==> src/hdl/iosdo_pkg.sv <==
package iosdo_pkg;

  // Timing of the SDO modulator
  localparam longint TSTATE_HZ    = 64'd3579545;
  localparam longint MODULATOR_HZ = 64'd1228800;
  localparam int     CODE_MAX     = 4;                       // highest frequency code
  localparam longint HALF_BASE    = TSTATE_HZ * 64'd32;      // half period at code 0
  localparam longint HALF_MAX     = HALF_BASE << CODE_MAX;   // half period at top code
  localparam int     QMAX         = 1 << CODE_MAX;           // most half periods per tick
  localparam int     ACC_W        = $clog2(HALF_MAX + MODULATOR_HZ);
  localparam int     Q_W          = $clog2(QMAX + 1);

  typedef logic [ACC_W-1:0] acc_t;
  typedef logic [Q_W-1:0]   turns_t;

  typedef enum logic [2:0] {
    OP_READ  = 3'd0,
    OP_WRITE = 3'd1,
    OP_TICK  = 3'd2,
    OP_RAISE = 3'd3,
    OP_RESET = 3'd4
  } op_t;

  // Local register ports
  localparam logic [7:0] PORT_PHASE_CLR = 8'h14;
  localparam logic [7:0] PORT_F         = 8'h17;
  localparam logic [7:0] PORT_OPC       = 8'h18;
  localparam logic [7:0] PORT_MSK       = 8'h1A;
  localparam logic [7:0] PORT_IF        = 8'h1B;
  localparam logic [7:0] PORT_DDA       = 8'h1C;
  localparam logic [7:0] PORT_DDB       = 8'h1D;
  localparam logic [7:0] PORT_OPA       = 8'h1E;
  localparam logic [7:0] PORT_OPB       = 8'h1F;
  localparam logic [7:0] PORT_CAUSE     = 8'h32;
  localparam logic [7:0] PORT_IMASK     = 8'h35;

  // Ports owned by neighboring device blocks
  localparam logic [7:0] PORT_DISP_LO   = 8'h20;
  localparam logic [7:0] PORT_DISP_RD   = 8'h27;
  localparam logic [7:0] PORT_DISP_WR   = 8'h2F;
  localparam logic [7:0] PORT_EXT_A     = 8'h31;
  localparam logic [7:0] PORT_EXT_B     = 8'h33;
  localparam logic [7:0] PORT_EXT_C     = 8'h37;
  localparam logic [7:0] PORT_EXT_D     = 8'h38;
  localparam logic [7:0] PORT_EXT_E     = 8'h39;
  localparam logic [7:0] PORT_EXT_F     = 8'h3C;
  localparam logic [7:0] PORT_EXT_G     = 8'h3D;
  localparam logic [7:0] PORT_UART_LO   = 8'h50;
  localparam logic [7:0] PORT_UART_HI   = 8'h5B;
  localparam logic [7:0] PORT_BUS_LO    = 8'h70;
  localparam logic [7:0] PORT_BUS_HI    = 8'h8F;

  localparam logic [7:0] OPEN_BUS       = 8'hFF;
  localparam int         F_ENABLE_BIT   = 6;
  localparam int         ON_KEY_BIT     = 7;
  localparam int         MSK_ON_BIT     = 5;

endpackage

==> src/hdl/io_port_registers_sdo_modulator.sv <==
// Channel   | Direction | Payload
// s_axis    | in        | tdata: port[7:0], value[15:8], pb_pins[23:16]; tuser: op[2:0]
// m_axis    | out       | tdata: read_data[7:0], sdo_level[8], buzzer_control[16:9],
//           |           |        int_line[17]; tuser: forwarded[0]
//
// One item per clock while the result side does not stall: a transfer lands in the input
// register, then is applied to the register file and the modulator as it moves into the
// result register. The result passes through the input and result registers; a stall on
// the result side holds it in the input register. The modulator step is a single
// combinational pass of parallel constant compares.
// rst (synchronous) empties both stages and resets the valid flags and architectural state registers.
// A stalled result register holds the input stage; a new input is still taken
// whenever the input stage is empty or moving on.
module io_port_registers_sdo_modulator (
  input  logic        clk,
  input  logic        rst,
  input  logic        s_axis_tvalid,
  output logic        s_axis_tready,
  input  logic [23:0] s_axis_tdata,   // port, value, pb_pins (low bit up)
  input  logic [2:0]  s_axis_tuser,   // op
  output logic        m_axis_tvalid,
  input  logic        m_axis_tready,
  output logic [23:0] m_axis_tdata,   // read_data, sdo_level, buzzer_control, int_line, zero pad
  output logic [0:0]  m_axis_tuser    // forwarded
);

  // Input stage
  logic       in_valid;
  logic [2:0] in_op;
  logic [7:0] in_port;
  logic [7:0] in_value;
  logic [7:0] in_pins;

  // Result stage
  logic        out_valid;
  logic [7:0]  out_data;
  logic        out_fwd;

  // Architectural state
  logic [6:0]        f_register, f_register_next;
  logic [7:0]        buzzer_register, buzzer_register_next;
  logic [3:0]        mask_register, mask_register_next;
  logic [7:0]        flag_register, flag_register_next;
  logic [7:0]        direction_a, direction_a_next;
  logic [7:0]        direction_b, direction_b_next;
  logic [7:0]        output_a, output_a_next;
  logic [7:0]        output_b, output_b_next;
  logic [7:0]        interrupt_mask, interrupt_mask_next;
  logic [7:0]        interrupt_cause, interrupt_cause_next;
  logic              sdo_bit, sdo_bit_next;
  iosdo_pkg::acc_t   phase_accumulator, phase_accumulator_next;

  logic       advance;
  logic       fire;
  logic [7:0] data_next;
  logic       fwd_next;

  // Modulator step
  logic [2:0]                  code;
  iosdo_pkg::acc_t             total;
  logic [iosdo_pkg::QMAX-1:0]  passed;
  iosdo_pkg::turns_t           q_base;
  iosdo_pkg::turns_t           q_kept;
  iosdo_pkg::acc_t             tick_acc;
  logic                        tick_flip;

  assign advance       = !out_valid || m_axis_tready;
  assign fire          = in_valid && advance;
  assign s_axis_tready = !in_valid || advance;

  function automatic logic read_fwd(input logic [7:0] p);
    case (p) inside
      [iosdo_pkg::PORT_UART_LO:iosdo_pkg::PORT_UART_HI],
      [iosdo_pkg::PORT_BUS_LO:iosdo_pkg::PORT_BUS_HI],
      [iosdo_pkg::PORT_DISP_LO:iosdo_pkg::PORT_DISP_RD],
      iosdo_pkg::PORT_EXT_A, iosdo_pkg::PORT_EXT_B, iosdo_pkg::PORT_EXT_C: return 1'b1;
      default: return 1'b0;
    endcase
  endfunction

  function automatic logic write_fwd(input logic [7:0] p);
    case (p) inside
      [iosdo_pkg::PORT_UART_LO:iosdo_pkg::PORT_UART_HI],
      [iosdo_pkg::PORT_BUS_LO:iosdo_pkg::PORT_BUS_HI],
      [iosdo_pkg::PORT_DISP_LO:iosdo_pkg::PORT_DISP_WR],
      iosdo_pkg::PORT_EXT_A, iosdo_pkg::PORT_EXT_C, iosdo_pkg::PORT_EXT_D,
      iosdo_pkg::PORT_EXT_E, iosdo_pkg::PORT_EXT_F, iosdo_pkg::PORT_EXT_G: return 1'b1;
      default: return 1'b0;
    endcase
  endfunction

  // Accumulator never exceeds the slowest half period, so one tick passes at
  // most QMAX base half periods; count them with parallel constant compares.
  // Half periods passed at the chosen code = base count >> code.
  always_comb begin
    code  = (f_register[2:0] > 3'(iosdo_pkg::CODE_MAX)) ? 3'(iosdo_pkg::CODE_MAX)
                                                        : f_register[2:0];
    total = phase_accumulator + iosdo_pkg::acc_t'(iosdo_pkg::MODULATOR_HZ);
    for (int k = 1; k <= iosdo_pkg::QMAX; k++) begin
      passed[k-1] = (total >= iosdo_pkg::acc_t'(iosdo_pkg::HALF_BASE * longint'(k)));
    end
    q_base    = iosdo_pkg::turns_t'($countones(passed));
    q_kept    = iosdo_pkg::turns_t'((q_base >> code) << code);
    tick_acc  = total - iosdo_pkg::acc_t'(iosdo_pkg::HALF_BASE) * iosdo_pkg::acc_t'(q_kept);
    tick_flip = q_base[code];
  end

  always_comb begin
    f_register_next        = f_register;
    buzzer_register_next   = buzzer_register;
    mask_register_next     = mask_register;
    flag_register_next     = flag_register;
    direction_a_next       = direction_a;
    direction_b_next       = direction_b;
    output_a_next          = output_a;
    output_b_next          = output_b;
    interrupt_mask_next    = interrupt_mask;
    interrupt_cause_next   = interrupt_cause;
    sdo_bit_next           = sdo_bit;
    phase_accumulator_next = phase_accumulator;
    data_next              = iosdo_pkg::OPEN_BUS;
    fwd_next               = 1'b0;

    unique case (iosdo_pkg::op_t'(in_op))
      iosdo_pkg::OP_READ: begin
        if (read_fwd(in_port)) begin
          fwd_next = 1'b1;
        end else begin
          unique case (in_port)
            iosdo_pkg::PORT_CAUSE: begin
              data_next            = interrupt_cause;
              interrupt_cause_next = '0;     // clear on read
            end
            iosdo_pkg::PORT_IMASK: data_next = interrupt_mask;
            iosdo_pkg::PORT_F:     data_next = {1'b0, f_register};
            iosdo_pkg::PORT_OPC:   data_next = buzzer_register;
            iosdo_pkg::PORT_MSK: begin
              data_next                         = {4'b0, mask_register};
              data_next[iosdo_pkg::MSK_ON_BIT]  = in_pins[iosdo_pkg::ON_KEY_BIT];
            end
            iosdo_pkg::PORT_IF:    data_next = flag_register;
            iosdo_pkg::PORT_DDA:   data_next = direction_a;
            iosdo_pkg::PORT_DDB:   data_next = direction_b;
            iosdo_pkg::PORT_OPA:   data_next = output_a;
            iosdo_pkg::PORT_OPB:   data_next = (output_b & direction_b) | (in_pins & ~direction_b);
            default:               data_next = iosdo_pkg::OPEN_BUS;
          endcase
        end
      end
      iosdo_pkg::OP_WRITE: begin
        if (write_fwd(in_port)) begin
          fwd_next = 1'b1;
        end else begin
          unique case (in_port)
            iosdo_pkg::PORT_IMASK:     interrupt_mask_next    = in_value;
            iosdo_pkg::PORT_OPC:       buzzer_register_next   = in_value;
            iosdo_pkg::PORT_PHASE_CLR: phase_accumulator_next = '0;
            iosdo_pkg::PORT_F: begin
              f_register_next = in_value[6:0];
              if (!in_value[iosdo_pkg::F_ENABLE_BIT]) sdo_bit_next = 1'b1;
            end
            iosdo_pkg::PORT_MSK:       mask_register_next     = in_value[3:0];
            iosdo_pkg::PORT_IF:        flag_register_next     = in_value;
            iosdo_pkg::PORT_DDA:       direction_a_next       = in_value;
            iosdo_pkg::PORT_DDB:       direction_b_next       = in_value;
            iosdo_pkg::PORT_OPA:       output_a_next          = in_value;
            iosdo_pkg::PORT_OPB:       output_b_next          = in_value;
            default: ;
          endcase
        end
      end
      iosdo_pkg::OP_TICK: begin
        if (f_register[iosdo_pkg::F_ENABLE_BIT]) begin
          phase_accumulator_next = tick_acc;
          sdo_bit_next           = sdo_bit ^ tick_flip;
        end
      end
      iosdo_pkg::OP_RAISE: interrupt_cause_next = interrupt_cause | in_value;
      iosdo_pkg::OP_RESET: begin
        f_register_next        = '0;
        sdo_bit_next           = 1'b1;
        phase_accumulator_next = '0;
      end
      default: ;
    endcase
  end

  // Control and state registers
  always_ff @(posedge clk) begin
    if (rst) begin
      in_valid          <= 1'b0;
      out_valid         <= 1'b0;
      f_register        <= '0;
      buzzer_register   <= '0;
      mask_register     <= '0;
      flag_register     <= '0;
      direction_a       <= '0;
      direction_b       <= '0;
      output_a          <= '0;
      output_b          <= '0;
      interrupt_mask    <= '0;
      interrupt_cause   <= '0;
      sdo_bit           <= 1'b1;
      phase_accumulator <= '0;
    end else begin
      if (s_axis_tready) in_valid <= s_axis_tvalid;
      if (advance)       out_valid <= in_valid;
      if (fire) begin
        f_register        <= f_register_next;
        buzzer_register   <= buzzer_register_next;
        mask_register     <= mask_register_next;
        flag_register     <= flag_register_next;
        direction_a       <= direction_a_next;
        direction_b       <= direction_b_next;
        output_a          <= output_a_next;
        output_b          <= output_b_next;
        interrupt_mask    <= interrupt_mask_next;
        interrupt_cause   <= interrupt_cause_next;
        sdo_bit           <= sdo_bit_next;
        phase_accumulator <= phase_accumulator_next;
      end
    end
  end

  // Payload registers
  always_ff @(posedge clk) begin
    if (s_axis_tready && s_axis_tvalid) begin
      in_port  <= s_axis_tdata[7:0];
      in_value <= s_axis_tdata[15:8];
      in_pins  <= s_axis_tdata[23:16];
      in_op    <= s_axis_tuser;
    end
    if (fire) begin
      out_data <= data_next;
      out_fwd  <= fwd_next;
    end
  end

  // Level outputs follow the state the last result left behind
  logic sdo_out;
  logic [7:0] opc_out;
  logic int_out;

  always_ff @(posedge clk) begin
    if (fire) begin
      sdo_out <= sdo_bit_next;
      opc_out <= buzzer_register_next;
      int_out <= |(interrupt_cause_next & interrupt_mask_next);
    end
  end

  assign m_axis_tvalid = out_valid;
  assign m_axis_tdata  = {6'b0, int_out, opc_out, sdo_out, out_data};
  assign m_axis_tuser  = out_fwd;

endmodule

==> config.mk <==
export PLATFORM = sky130hd
export DESIGN_NAME = io_port_registers_sdo_modulator
export DESIGN_NICKNAME = d
export VERILOG_FILES = /design/src/hdl/iosdo_pkg.sv /design/src/hdl/io_port_registers_sdo_modulator.sv
export SDC_FILE = /design/constraint.sdc
export NUM_CORES = 1
export LEC_CHECK = 0
export BUFFER_PORTS_ARGS = -buffer_cell sky130_fd_sc_hd__clkbuf_2
export CAP_MARGIN = 20
export CORE_MARGIN = 3
export CORE_UTILIZATION = 57
export CTS_CLUSTER_DIAMETER = 80
export DETAILED_ROUTE_END_ITERATION = 16
export GPL_ROUTABILITY_DRIVEN = 0
export PLACE_DENSITY = 0.78
export SYNTH_ARGS = -nofsm -noshare
export SYNTH_HDL_FRONTEND = slang
export SYNTH_SLANG_ARGS = --single-unit
==> constraint.sdc <==
create_clock -name clk -period 9.9 [get_ports clk]
set_input_delay 0.99 -clock clk [delete_from_list [all_inputs] [get_ports clk]]
set_output_delay 0.99 -clock clk [all_outputs]
set_load 0.01 [all_outputs]
==> impl_metrics.json <==
{
  "hp-class": "register to register",
  "start_kind": "register",
  "critPathLaunch": "phase_accumulator[14]",
  "top_layer": "met4",
  "ant_nets": 0,
  "ir_drop_v": 0.0001674,
  "synthMuxAreaShare": 0.05531,
  "diodes": 0,
  "synth_cell_type_count": 82,
  "slew_viol_final": 0,
  "grt_antenna_before_repair": 0,
  "fin_crit_sh": 0.9783,
  "root_buffer": "clkbuf_16",
  "yosysWarnings": 0,
  "num_rows": 50,
  "required_ns": 10.22,
  "met3_length_um": 2175,
  "final-setup-viol-count": 0,
  "fmax_ghz": 0.1033,
  "whs_path_depth": 2,
  "grt_pass1_vias": 10139,
  "wl_met1_um": 12260,
  "vias": 10566,
  "cts_buffers": 17,
  "power.density_nw_per_um2": 110.2,
  "yosys.area.top_type_share": 0.1906,
  "syn2layout_area_growth_pct": 19.59,
  "worst_pin_slew_ns": 0.9938,
  "wl_met2_um": 15600,
  "ff2ff_setup_slack_ns": 0.21,
  "cap_violations": 0,
  "grt_max_degree": 93,
  "synth_simple_gate_area_frac": 0.1785,
  "io_pins": 58,
  "synthAdderAreaFrac": 0.1333,
  "fin_crit_ns": 9.685,
  "clk_path_buf_depth": 2,
  "drive_above_1_share": 0.2154,
  "synth-seq-cells": 150,
  "netlist_instances": 1280,
  "worst_slack_ns": 0.2149,
  "track_usage": 0.2937,
  "syn_area_um2": 10930,
  "dp_hpwl_um": 22030,
  "overflow": 0,
  "seq_area_frac_synth": 0.3170,
  "min_from": "f_register[3]",
  "finalSetupTns_ns": 0,
  "cts.sinks": 150,
  "ys.flop_type": "dfxtp_1",
  "clk_pin_slew_worst_paths_ns": 0.07,
  "synth_compound_area_frac": 0.2100,
  "cp-end-kind": "register",
  "dr.pass1.iters": 6,
  "routedWlPerCell_um": 19.52,
  "yosys.area_share.xor_xnor": 0.05016,
  "layout.nets": 1526,
  "cp_top_family": "adder cells",
  "synthArstFlopShare": 0,
  "criticalPathCategory": "register to register",
  "die_w_um": 144.4,
  "crit_fanout": 12,
  "die_y_um": 144.4,
  "critPathArrivalTime_ns": 10.00,
  "r2r_cells": 46,
  "crit_path_top_delay_cell": "fa_1",
  "slowest_delay_ns": 0.51,
  "synth_top_family_by_area": "compound AO/OA/AOI/OAI gates",
  "tritoncts": "yes",
  "routed_wl_um": 32030,
  "vias_per_cell": 6.439,
  "core_um2": 18770,
  "synth_edf_count": 46,
  "drc": 0,
  "fin_skew_ns": 0.01316,
  "crit_buf_inv": 10,
  "hold_viol": 0,
  "relSlewSlack": 0.3375,
  "crit_top_cell": "inv_1",
  "start_util": 0.5821,
  "clock_latency_ns": 0.44,
  "yosysMostFrequentCell": "nor2_1",
  "die-area_um2": 20860,
  "synth_top_cell_by_area": "dfxtp_1",
  "synth_area_leaders": "dfxtp_1 19%, edfxtp_1 13%, ha_1 8.9%",
  "avgSynthCellArea_um2": 8.536,
  "dp_slack_ns": -0.2305,
  "port_buffers": 51,
  "status": "completed",
  "crit_cells": 46,
  "p_leak_nw": 5.277,
  "r2r-start": "phase_accumulator[14]",
  "whs_ns": 0.4664,
  "hold_buffers": 0,
  "drt-initial-drc-count": 1168,
  "grt_pass1_wl_um": 49050,
  "cts_max_level": 4,
  "ys_top_cells_by_count": "132 x nor2_1, 112 x nand2_1, 110 x a21oi_1"
}
==> sequential cells by signal, summed over array words and instances (netlist names), 3 cells and up <==
register / count
buzzer_register: 8
direction_a: 8
direction_b: 8
f_register: 7
flag_register: 8
in_op: 3
in_pins: 8
in_port: 8
in_value: 8
interrupt_cause: 8
interrupt_mask: 8
mask_register: 4
opc_out: 8
out_data: 8
output_a: 8
output_b: 8
phase_accumulator: 26
==> tightest hold or removal path, cell delays in order, from the launching register on <==
cell and delay [ns]:
dfxtp_1 0.32, nand2_1 0.06, a21oi_1 0.05
==> final cells by class <==
| cell class | instances | area [um2] |
|---|---|---|
| clock buffer | 18 | 450.4 |
| inverter | 80 | 304.0 |
| tap | 234 | 292.8 |
| multi-input combinational | 990 | 7330 |
| fill | 1396 | 5702 |
| timing repair buffer | 155 | 1070 |
| sequential | 150 | 3468 |
| clock inverter | 14 | 151.4 |
==> cells in the final DEF (no fill, tap or decap), types with 6 or more instances in the layout <==
cell / n
o2111ai_1: 8
ha_1: 66
o31ai_1: 7
a22oi_1: 15
o21ai_0: 61
nor2b_1: 8
a31oi_1: 17
a211oi_1: 8
nand2b_1: 11
clkbuf_2: 51
nand3_1: 44
buf_6: 7
nand4_1: 13
a21o_1: 21
inv_2: 7
a21boi_0: 8
nand2_1: 109
xnor2_1: 22
nor3_1: 26
inv_1: 71
edfxtp_1: 46
dfxtp_1: 100
or3_1: 8
xor2_1: 29
buf_4: 94
mux2i_1: 48
mux2_2: 11
nor2_2: 10
fa_1: 20
conb_1: 6
o21ai_1: 11
o311a_1: 6
nor2_1: 120
a21oi_1: 97
clkbuf_16: 18
ha_4: 10
a21oi_2: 12
a221oi_1: 8
o21bai_1: 7
a222oi_1: 8
==> per-layer routing <==
| metal | up-vias | global-route usage |
|---|---|---|
| li1 | 4868 | - |
| met1 | 4948 | 0.3508 |
| met2 | 584 | 0.4943 |
| met3 | 166 | 0.05291 |
| met4 | 0 | 0.1728 |
| met5 | - | 0 |
==> logic make-up (layout without fill, tap and decap cells) <==
| family | after synthesis | in the layout |
|---|---|---|
| adders and majority gates | 103 | 103 |
| and+or+nand+nor | 406 | 406 |
| DFF | 150 | 150 |
| buffers and inverters | 145 | 267 |
| AOI/OAI and AO/OA | 355 | 355 |
| other | 1 | 6 |
| muxes | 59 | 59 |
| xor gates and xnor gates | 61 | 61 |
==> metrics by stage <==
stage	cell area, um2	power, mW	cells	util
final	13070	1.440	1641	0.6962
after global placement	11810	0.7819	1586	0.6295
after detailed placement	11810	0.7842	1586	0.6295
after global routing	13070	1.478	1641	0.6962
after floorplan	10970	0.7502	1285	-
after CTS	12530	1.432	1619	0.6678
==> what timing repair did <==
item                                    CTS  global route
hold endpoints to repair                  0             0
endpoints found under the setup margin    8            10
pin swaps                                 9            66
gates resized for setup                  23            86
setup buffers                             1            20
==> power by group <==
group,internal (mW),switching [mW]
combinational,0.0480,0.0720
clock,0.352,0.306
sequential,0.644,0.0176
==> worst paths after layout <==
check	end
setup / recovery	phase_accumulator[28]
hold / removal	f_register[3]
setup reg to reg	phase_accumulator[28]
hold reg to reg	f_register[3]
(Power assumes the default switching activity.)
